<file path="src/sv/raf_pkg.sv">
`default_nettype none

package raf_pkg;

    localparam int WINDOW_MAX_DEF  = 1024;
    localparam int SAMPLE_BITS_DEF = 16;
    localparam int SUM_W_DEF       = SAMPLE_BITS_DEF + $clog2(WINDOW_MAX_DEF);
    localparam int LEN_W_DEF       = $clog2(WINDOW_MAX_DEF + 1);

    localparam int CFG_LEN_W  = 11;
    localparam int CFG_IDX_W  = 1;
    localparam int CFG_DATA_W = 11;

    localparam logic [CFG_IDX_W-1:0] CFG_FILTER_MODE   = 1'b0;
    localparam logic [CFG_IDX_W-1:0] CFG_WINDOW_LENGTH = 1'b1;

    localparam logic MODE_HIGHPASS = 1'b0;
    localparam logic MODE_LOWPASS  = 1'b1;

    localparam logic [CFG_LEN_W-1:0] LEN_RESET = 11'd2;

    typedef enum logic [1:0] {
        OP_SAMPLE  = 2'd0,
        OP_FILL    = 2'd1,
        OP_SAVE    = 2'd2,
        OP_RESTORE = 2'd3
    } t_opcode;

    typedef enum logic [3:0] {
        ST_CLEAR,
        ST_IDLE,
        ST_FILL,
        ST_COPY,
        ST_RD_OLD,
        ST_UPDATE,
        ST_DIV,
        ST_OUT
    } t_state;

endpackage

`default_nettype wire

</file>
<file path="src/sv/raf_div.sv">
`default_nettype none

module raf_div #(
    parameter int DIVIDEND_W = raf_pkg::SUM_W_DEF,
    parameter int DIVISOR_W  = raf_pkg::LEN_W_DEF
) (
    input  logic                         i_clk,
    input  logic                         i_rst_n,
    input  logic                         i_start,
    input  logic signed [DIVIDEND_W-1:0] i_dividend,
    input  logic        [DIVISOR_W-1:0]  i_divisor,
    output logic                         o_done,
    output logic signed [DIVIDEND_W-1:0] o_quotient
);

    localparam int CNT_W = $clog2(DIVIDEND_W + 1);

    logic                  r_busy;
    logic                  r_done;
    logic [CNT_W-1:0]      r_count;
    logic                  r_neg;
    logic [DIVIDEND_W-1:0] r_mag;
    logic [DIVISOR_W-1:0]  r_rem;
    logic [DIVISOR_W-1:0]  r_div;

    logic [DIVISOR_W:0] trial;
    logic [DIVISOR_W:0] diff;
    logic               ge;

    // one quotient bit per cycle, sign fixed in a final step
    assign trial = {r_rem, r_mag[DIVIDEND_W-1]};
    assign ge    = (trial >= {1'b0, r_div});
    assign diff  = trial - {1'b0, r_div};

    always_ff @(posedge i_clk) begin
        if (!i_rst_n) begin
            r_busy  <= 1'b0;
            r_done  <= 1'b0;
            r_count <= '0;
        end else begin
            r_done <= 1'b0;
            if (i_start) begin
                r_busy  <= 1'b1;
                r_count <= CNT_W'(DIVIDEND_W);
                r_neg   <= i_dividend[DIVIDEND_W-1];
                r_mag   <= i_dividend[DIVIDEND_W-1] ? DIVIDEND_W'(-i_dividend)
                                                    : DIVIDEND_W'(i_dividend);
                r_rem   <= '0;
                r_div   <= i_divisor;
            end else if (r_busy) begin
                if (r_count != '0) begin
                    r_rem   <= ge ? diff[DIVISOR_W-1:0] : trial[DIVISOR_W-1:0];
                    r_mag   <= {r_mag[DIVIDEND_W-2:0], ge};
                    r_count <= r_count - CNT_W'(1);
                end else begin
                    r_mag  <= r_neg ? DIVIDEND_W'(-r_mag) : r_mag;
                    r_busy <= 1'b0;
                    r_done <= 1'b1;
                end
            end
        end
    end

    assign o_done     = r_done;
    assign o_quotient = signed'(r_mag);

endmodule

`default_nettype wire

</file>
<file path="config.mk">
export PLATFORM = sky130hd
export DESIGN_NAME = raf_div
export DESIGN_NICKNAME = d
export VERILOG_FILES = /design/src/sv/raf_pkg.sv /design/src/sv/raf_div.sv
export SDC_FILE = /design/constraint.sdc
export NUM_CORES = 1
export LEC_CHECK = 0
export ABC_CLOCK_PERIOD_IN_PS = 3900
export BUFFER_PORTS_ARGS = -buffer_cell sky130_fd_sc_hd__clkbuf_2
export CAP_MARGIN = 20
export CELL_PAD_IN_SITES_DETAIL_PLACEMENT = 0
export CELL_PAD_IN_SITES_GLOBAL_PLACEMENT = 1
export CORE_ASPECT_RATIO = 0.6
export CORE_MARGIN = 5
export CORE_UTILIZATION = 44
export DETAILED_ROUTE_END_ITERATION = 10
export PLACE_DENSITY_LB_ADDON = 0.1
export SKIP_LAST_GASP = 1
export SYNTH_ARGS = -nofsm -noshare
export SYNTH_HDL_FRONTEND = slang
export SYNTH_SLANG_ARGS = --single-unit
</file>
<file path="constraint.sdc">
create_clock -name i_clk -period 3.9 [get_ports i_clk]
set_input_delay 0 -clock i_clk [delete_from_list [all_inputs] [get_ports i_clk]]
set_output_delay 0 -clock i_clk [all_outputs]
set_load 0.02 [all_outputs]
</file>
==> reports/qor.txt, run 1 <==
count of cell instances traversed by the critical path = 6
critical path launch point = o_quotient[5]
Netlist cell types = 58
vias per cell = 5.89
fraction of layout cells with a size suffix above 1 = 0.206
vias in the first global route = 3357
Critical Path Start Type = register
post-CTS setup buffers = 0
syn_nets = 478
area of the multi-input gates = 0.00222 mm²
Critical Path Slowest Stage Cell = or4b_2
RR Startpoint = o_quotient[5]
largest family of logic cells by synthesized area = compound AO/OA/AOI/OAI gates
Worst-path clk slew = 0.07 ns
Setup Total Neg Slack = 0 ns
Crit path largest cell delay = 0.82 ns
clock latency on the worst-skew pair = 0.30 ns
worst-path cell chain = nor4_2, or4b_2, or3_1, or4_1, o211ai_1, mux2i_1
Worst Clk Skew = 0.0131 ns
Placed Area = 0.00445 mm²
die span in y = 83.8 µm
slew of the pin with the lowest slew margin = 0.670 ns
# nets final = 549
clock root cell = clkbuf_16
remaining antenna violation count = 0
Fill cells = 790
post-synthesis mux area share = 0.00753
final RePlAce weighted congestion = 0.867
Worst setup endpoint = o_quotient[24]
Worst setup EP type = register
Tmin final = 3.05 ns
Peak Freq = 328 MHz
Post-Synthesis Cells = 423
vias post-DR = 3577
Hold Violations, Final = 0
Ant. Diodes = 0
pin count of the biggest net entering global routing = 44
Slew headroom = 0.553
DRC Markers = 0
Detailed Route WL = 10.9 mm
power density of the placed cells = 379 mW/mm²
adder-cell share of the synthesized area = 0.0489
top cell family by delay on the critical path = simple AND/OR/NAND/NOR gates
register area = 0.00161 mm²
Remaining Overflow, GRT = 0
Seq cells post-synth = 56
status = finished, final reports clean
Setup violations, final = 0
Ys Warns = 0
Crit Path Category = register to register
first-pass GRT wire length = 17.9 mm
Clock Sinks = 56
Min-Delay Path Class = input port to register
synthesized area per cell = 9.43 µm²
Design Area, Final = 0.00473 mm²
XOR/XNOR share of the synthesized area = 0.0812
total CTS buffers = 5
TritonCTS clock tree = built
initial antenna violation count = 0
Pre-antenna DRT Iters = 6
RSZ-0062 raised after global routing = no
drt wl/cell = 18.0 µm
Starting Density = 0.459
Mapped Area = 0.00399 mm²
htree depth = 2
row cnt = 26
simple-gate share of the synthesized area = 0.173
complex-gate fraction of the synthesized area = 0.242
PortBufs = 66
Post-synth ARST share = 0
GRT Total Usage = 0.198
WP data required = 3.93 ns
Post-CTS Resized = 0
post-DP HPWL = 8.12 mm
worst vdd ir = 0.223 mV
Pleak = 1.79 nW
Worst Path Max Fanout = 13
flop2flop setup slack = 0.85 ns
Core Footprint = 0.00869 mm²
Buf+Inv Stages, Crit Path = 0
EDFF count, synth = 49
area growth from synthesis to final layout = 18.6%
# IOs = 67
register area share after synthesis = 0.404
1st-iter DRT viols = 442
clk buf depth = 2
die width = 133 µm
CP arrival = 3.08 ns
final slew viol count = 0
Synth Flop Type = edfxtp_1
Max-Cap Viols = 0
RR Endpoint = o_quotient[24]
period utilization = 0.783
Die ar. = 0.0111 mm²
reg2reg path depth = 6
## layout by cell type, fill, tap and decap left out, types with 8 or more instances in the layout
master,Yosys,layout
clkbuf_2,0,66
edfxtp_1,49,49
inv_1,23,23
ha_1,14,14
or4_1,9,9
dlygate4sd3_1,0,11
o21ai_0,40,40
or3_1,10,10
nand2_1,25,25
a21oi_1,28,28
nor2_1,19,19
nand3_1,12,12
xnor2_1,13,13
buf_4,0,8
xor2_1,24,24
## metrics by stage
stage | power, W | cells | util | worst slack (ns) | hold slack (ns)
2_1_floorplan | 0.00110 | 423 | - | 0.345 | 0.0989
3_3_place_gp | 0.00126 | 588 | 0.512 | 0.953 | 0.176
3_5_place_dp | 0.00126 | 588 | 0.512 | 0.884 | 0.179
4_1_cts | 0.00180 | 607 | 0.545 | 0.857 | 0.0295
5_1_grt | 0.00190 | 607 | 0.545 | 0.736 | 0.0433
6_report | 0.00180 | 607 | 0.545 | 0.848 | 0.0416
## worst min path at each step
stage	start	end	depth (start not counted)
after floorplan	i_divisor[0]	r_div[0]	0
after global placement	i_divisor[3]	r_div[3]	1
after detailed placement	i_divisor[9]	r_div[9]	1
after CTS	i_rst_n	r_busy	2
after global routing	i_rst_n	r_count[1]	2
final	i_rst_n	r_count[1]	2
## final cells by class
type                    count  share of cell area
well taps                 112              0.0296
inverters                  24              0.0190
repair buffers             85               0.106
clock inverters             3              0.0100
clock buffers               5              0.0264
multi-input cells         322               0.469
flip-flops and latches     56               0.341
## worst register-to-register path: stages, from the launching register on
cell      delay [ns]
edfxtp_1        0.46
nor4_2          0.53
or4b_2          0.82
or3_1           0.38
or4_1           0.40
o211ai_1        0.10
mux2i_1         0.10
## sequential cells by signal, indices dropped and copies added, names as in the netlist
register,flops
o_quotient,26
r_div,11
r_rem,11
r_count,5
o_done,1
r_busy,1
r_neg,1
## report_power, final
group	leakage [nW]	switching, W	internal, W	total (W)
combinational	1.18	0.000290	0.000199	0.000489
clock	0.0840	0.000224	0.000306	0.000530
sequential	0.525	0.0000545	0.000722	0.000776
total	1.79	0.000569	0.00123	0.00180
## cells in the mapped netlist (all sizes together) (8+ instances only)
cell | instances | area (µm²)
a21boi | 8 | 60.1
a21oi | 28 | 140
clkbuf | 17 | 63.8
edfxtp | 49 | 1470
ha | 14 | 175
inv | 23 | 86.3
nand2 | 25 | 93.8
nand3 | 12 | 60.1
nor2 | 19 | 71.3
nor4 | 8 | 56.3
o21ai | 40 | 200
or3 | 12 | 77.6
or4 | 14 | 124
xnor2 | 13 | 114
xor2 | 24 | 210
## layer usage
metal,vias up,share of wire,global-route usage
met5,-,0,0
met4,0,0.0075,0.0377
met3,10,0.072,0.0410
met2,127,0.39,0.260
met1,1667,0.53,0.326
li1,1773,-,-
## cell families after synthesis
kind of cell               count (synthesis)
adders and majority gates                 15
DFF                                       56
AOI/OAI and AO/OA                        145
xor gates and xnor gates                  37
muxes                                      3
buffers and inverters                     45
and+or+nand+nor                          122
## what timing repair did
| action | CTS | global route |
|---|---|---|
| hold buffers | 11 | 0 |
| endpoints found under the setup margin | 0 | 0 |
| endpoints found under the hold margin | 11 | 0 |
Note: power is estimated with default switching activity, not from simulation.
==> run 2: changes to the inputs <==
ABC_CLOCK_PERIOD_IN_PS = 2800   (was 3900)
CORE_UTILIZATION = 39   (was 44)
clock period = 2.8 ns   (was 3.9 ns; I/O delays follow)
==> reports/qor.txt, run 2 (synthesis gave the netlist of run 1 again) <==
clock root cell = clkbuf_16
status = finished, final reports clean
post-DP HPWL = 8.61 mm
TritonCTS clock tree = built
row cnt = 28
DRC Markers = 0
Worst Clk Skew = 0.00692 ns
Max-Cap Viols = 0
# nets final = 575
Min-Delay Path Class = input port to register
fraction of layout cells with a size suffix above 1 = 0.251
Ant. Diodes = 0
Hold Violations, Final = 0
Core Footprint = 0.00991 mm²
placed cell count = 637
1st-iter DRT viols = 370
Critical Path Start Type = register
Starting Density = 0.402
Slew headroom = 0.569
area growth from synthesis to final layout = 24.6%
vias per cell = 5.59
WP data required = 2.84 ns
initial antenna violation count = 0
Tmin final = 2.69 ns
Final Worst Setup Slack = 0.112 ns
Clock Sinks = 56
CP arrival = 2.72 ns
final core occ = 0.502
post-CTS setup buffers = 0
dpl ws = 0.108 ns
Setup Total Neg Slack = 0 ns
die span in y = 88.4 µm
PortBufs = 66
Peak Freq = 372 MHz
total CTS buffers = 5
CP dominant cell by count = or4_1
final RePlAce weighted congestion = 0.822
final slew viol count = 0
hold path depth = 2
# IOs = 67
Worst Path Max Fanout = 6
htree depth = 2
Die ar. = 0.0124 mm²
slew of the pin with the lowest slew margin = 0.647 ns
Worst setup EP type = register
worst vdd ir = 0.266 mV
vias in the first global route = 3387
Crit path largest cell delay = 0.57 ns
first-pass GRT wire length = 18.2 mm
Remaining Overflow, GRT = 0
commonest non-fill, non-tap cell in the layout = clkbuf_2
Finished Layout Cells = 656
vias post-DR = 3669
Pleak = 1.91 nW
reg2reg path depth = 6
period utilization = 0.960
most frequent cells in the layout = 66 x clkbuf_2, 49 x edfxtp_1, 40 x o21ai_0
drt wl/cell = 17.3 µm
die width = 141 µm
Setup violations, final = 0
Worst-path clk slew = 0.07 ns
RSZ-0062 raised after global routing = no
Pre-antenna DRT Iters = 5
Crit Path Category = register to register
Detailed Route WL = 11.3 mm
clock latency on the worst-skew pair = 0.30 ns
power density of the placed cells = 510 mW/mm²
clk buf depth = 2
pin count of the biggest net entering global routing = 36
remaining antenna violation count = 0
GRT Total Usage = 0.184
Largest register FFs = 26
Critical Path Slowest Stage Cell = or4_4
worst-path cell chain = or4_4, or4_1, or3_1, or4_1, o211ai_1, mux2i_1
## run 2: repair_timing
| item | in CTS | in global routing |
|---|---|---|
| endpoints found under the hold margin | 11 | 0 |
| setup endpoints to repair | 0 | 1 |
| gates resized for setup | 0 | 5 |
| hold buffers | 11 | 0 |
## run 2: metal layers
| metal | global-route usage | wire length, µm | vias to the layer above |
|---|---|---|---|
| met4 | 0.0211 | 53 | 0 |
| met1 | 0.299 | 6230 | 1703 |
| met2 | 0.248 | 4210 | 128 |
| met5 | 0 | 0 | - |
| li1 | - | - | 1830 |
| met3 | 0.0437 | 830 | 8 |
## run 2: path summary, 6_finish.rpt
kind | startpoint | to | slack (ns)
worst max-delay path | o_quotient[10] | o_quotient[24] | 0.11
worst min-delay path | i_rst_n | r_count[1] | 0.04
worst max register to register | o_quotient[10] | o_quotient[24] | 0.11
worst min register to register | r_count[4] | o_done | 0.51
## run 2: cell type report
cell class | instances | area (µm²)
inverter | 24 | 90.1
tap | 135 | 169
clock buffer | 5 | 125
fill | 945 | 4940
timing repair buffer | 111 | 699
clock inverter | 3 | 42.5
multi-input combinational | 322 | 2240
sequential | 56 | 1610
## run 2: where the power goes
group / internal [W] / switching (W) / leakage, nW
Clock: 0.000421 / 0.000303 / 0.0798
Sequential: 0.00100 / 0.0000513 / 0.525
Combinational: 0.000317 / 0.000440 / 1.31
Total: 0.00174 / 0.000794 / 1.91
## run 2: metrics by stage
step                      hold slack (ns)  power, W  cell area, µm²
after CTS                          0.0360   0.00255            4950
after floorplan                    0.0989   0.00154            3990
after global placement              0.177   0.00180            4670
after global routing               0.0442   0.00268            4970
after detailed placement            0.179   0.00181            4670
final                              0.0386   0.00254            4970
## run 2: worst max-delay path, delay by kind of cell, from the launching register on
family	cells	cell delay, ns
compound gates	1	0.10
mux	1	0.09
flops	1	0.41
simple gates	4	1.84
==> run 3: changes to the inputs <==
CORE_UTILIZATION = 30   (was 39)
==> reports/qor.txt, run 3 (synthesis gave the netlist of run 1 again) <==
drt wl/cell = 17.4 µm
Pleak = 1.91 nW
Fill cells = 1324
Clock Sinks = 56
Hold Violations, Final = 0
PortBufs = 66
Setup Total Neg Slack = 0 ns
slew of the pin with the lowest slew margin = 0.720 ns
TritonCTS clock tree = built
remaining antenna violation count = 0
# IOs = 67
GRT Total Usage = 0.148
Peak Freq = 376 MHz
Crit Path Category = register to register
htree depth = 2
power density of the placed cells = 491 mW/mm²
initial antenna violation count = 0
reg2reg path depth = 6
Critical Path Start Type = register
Worst-path clk slew = 0.08 ns
CP dominant cell by count = or4_4
most frequent cells in the layout = 66 x clkbuf_2, 49 x edfxtp_1, 40 x o21ai_0
Pre-antenna DRT Iters = 5
Remaining Overflow, GRT = 0
post-CTS setup buffers = 0
Worst setup EP type = register
row cnt = 32
Max-Cap Viols = 0
fraction of layout cells with a size suffix above 1 = 0.249
worst-path cell chain = or4_4, or4_4, or3_1, or4_1, o211ai_1, mux2i_1
final slew viol count = 0
Worst Path Max Fanout = 6
Ant. Diodes = 0
final RePlAce weighted congestion = 0.801
commonest non-fill, non-tap cell in the layout = clkbuf_2
status = finished, final reports clean
die span in y = 99.3 µm
die width = 159 µm
Crit path largest cell delay = 0.59 ns
area of the multi-input gates = 0.00223 mm²
hold path depth = 2
post-DP HPWL = 9.08 mm
vias in the first global route = 3343
Setup violations, final = 0
Starting Density = 0.309
Core Footprint = 0.0129 mm²
register area = 0.00161 mm²
hold_ws = 0.0634 ns
WP data required = 2.84 ns
Critical Path Slowest Stage Cell = or4_4
Die ar. = 0.0158 mm²
RSZ-0062 raised after global routing = no
Design Area, Final = 0.00500 mm²
DRC Markers = 0
Tmin final = 2.66 ns
clk buf depth = 2
area growth from synthesis to final layout = 25.3%
Placed Area = 0.00472 mm²
total CTS buffers = 5
Largest register FFs = 26
clock root cell = clkbuf_16
period utilization = 0.950
Detailed Route WL = 12.0 mm
1st-iter DRT viols = 219
Slew headroom = 0.520
clock latency on the worst-skew pair = 0.30 ns
CP arrival = 2.70 ns
vias post-DR = 3645
vias per cell = 5.27
# nets final = 576
pin count of the biggest net entering global routing = 36
Worst Clk Skew = 0.0126 ns
first-pass GRT wire length = 18.8 mm
worst vdd ir = 0.219 mV
Min-Delay Path Class = input port to register
## run 3: cell types whose count changed in the layout (fill, tap and decap cells not counted)
cell and delta:
or4b_4 +1, clkinv_2 -1, a21oi_2 -1, ha_2 -1
clkinvlp_4 +1, ha_1 +1, bufinv_16 -1, buf_4 +2
buf_6 -1, or4b_2 -1, a21oi_1 +1, clkinv_4 +1
## run 3: power breakdown
part | total, W | leakage [nW] | switching (W) | internal (W)
combinational | 0.000759 | 1.32 | 0.000446 | 0.000314
clock | 0.000642 | 0.0660 | 0.000308 | 0.000334
sequential | 0.00105 | 0.525 | 0.0000499 | 0.00100
## run 3: path summary, 6_finish.rpt
path                                    start              to  slack (ns)
worst max-delay path            o_quotient[9]  o_quotient[24]        0.14
worst min-delay path            i_dividend[0]   o_quotient[0]        0.06
worst max register to register  o_quotient[9]  o_quotient[24]        0.14
worst min register to register     r_count[4]          o_done        0.51
## run 3: final cells by class
class / count / area share
Clock inverter: 3 / 0.00475
Multi-Input combinational cell: 322 / 0.447
Clock buffer: 5 / 0.0250
Tap cell: 170 / 0.0425
Timing Repair Buffer: 112 / 0.141
Sequential cell: 56 / 0.322
Inverter: 24 / 0.0180
## run 3: routing by layer
metal / vias to the layer above / GRT usage / wire (µm)
met5: - / 0 / 0
met4: 0 / 0.0197 / 54
met3: 4 / 0.0344 / 656
met2: 94 / 0.188 / 4480
met1: 1723 / 0.249 / 6840
li1: 1824 / - / -
## run 3: per-stage QoR
stage | power [W] | util | std cells | worst slack, ns
detailed placement | 0.00181 | 0.365 | 673 | 0.0947
finish | 0.00246 | 0.387 | 692 | 0.141
global route | 0.00260 | 0.387 | 692 | 0.0221
floorplan | 0.00154 | - | 423 | 0.0361
global placement | 0.00181 | 0.365 | 673 | 0.102
CTS | 0.00248 | 0.385 | 692 | 0.0834
## run 3: what timing repair did
action / in CTS / in global routing
hold buffers: 11 / 0
resized for setup: 0 / 3
setup endpoints to repair: 0 / 3
endpoints found under the hold margin: 11 / 0
## run 3: critical path, delay by kind of cell, from the launching register on
family	cells	cell delay [ns]
AOI/OAI and AO/OA	1	0.11
DFF	1	0.39
muxes	1	0.09
and+or+nand+nor	4	1.81
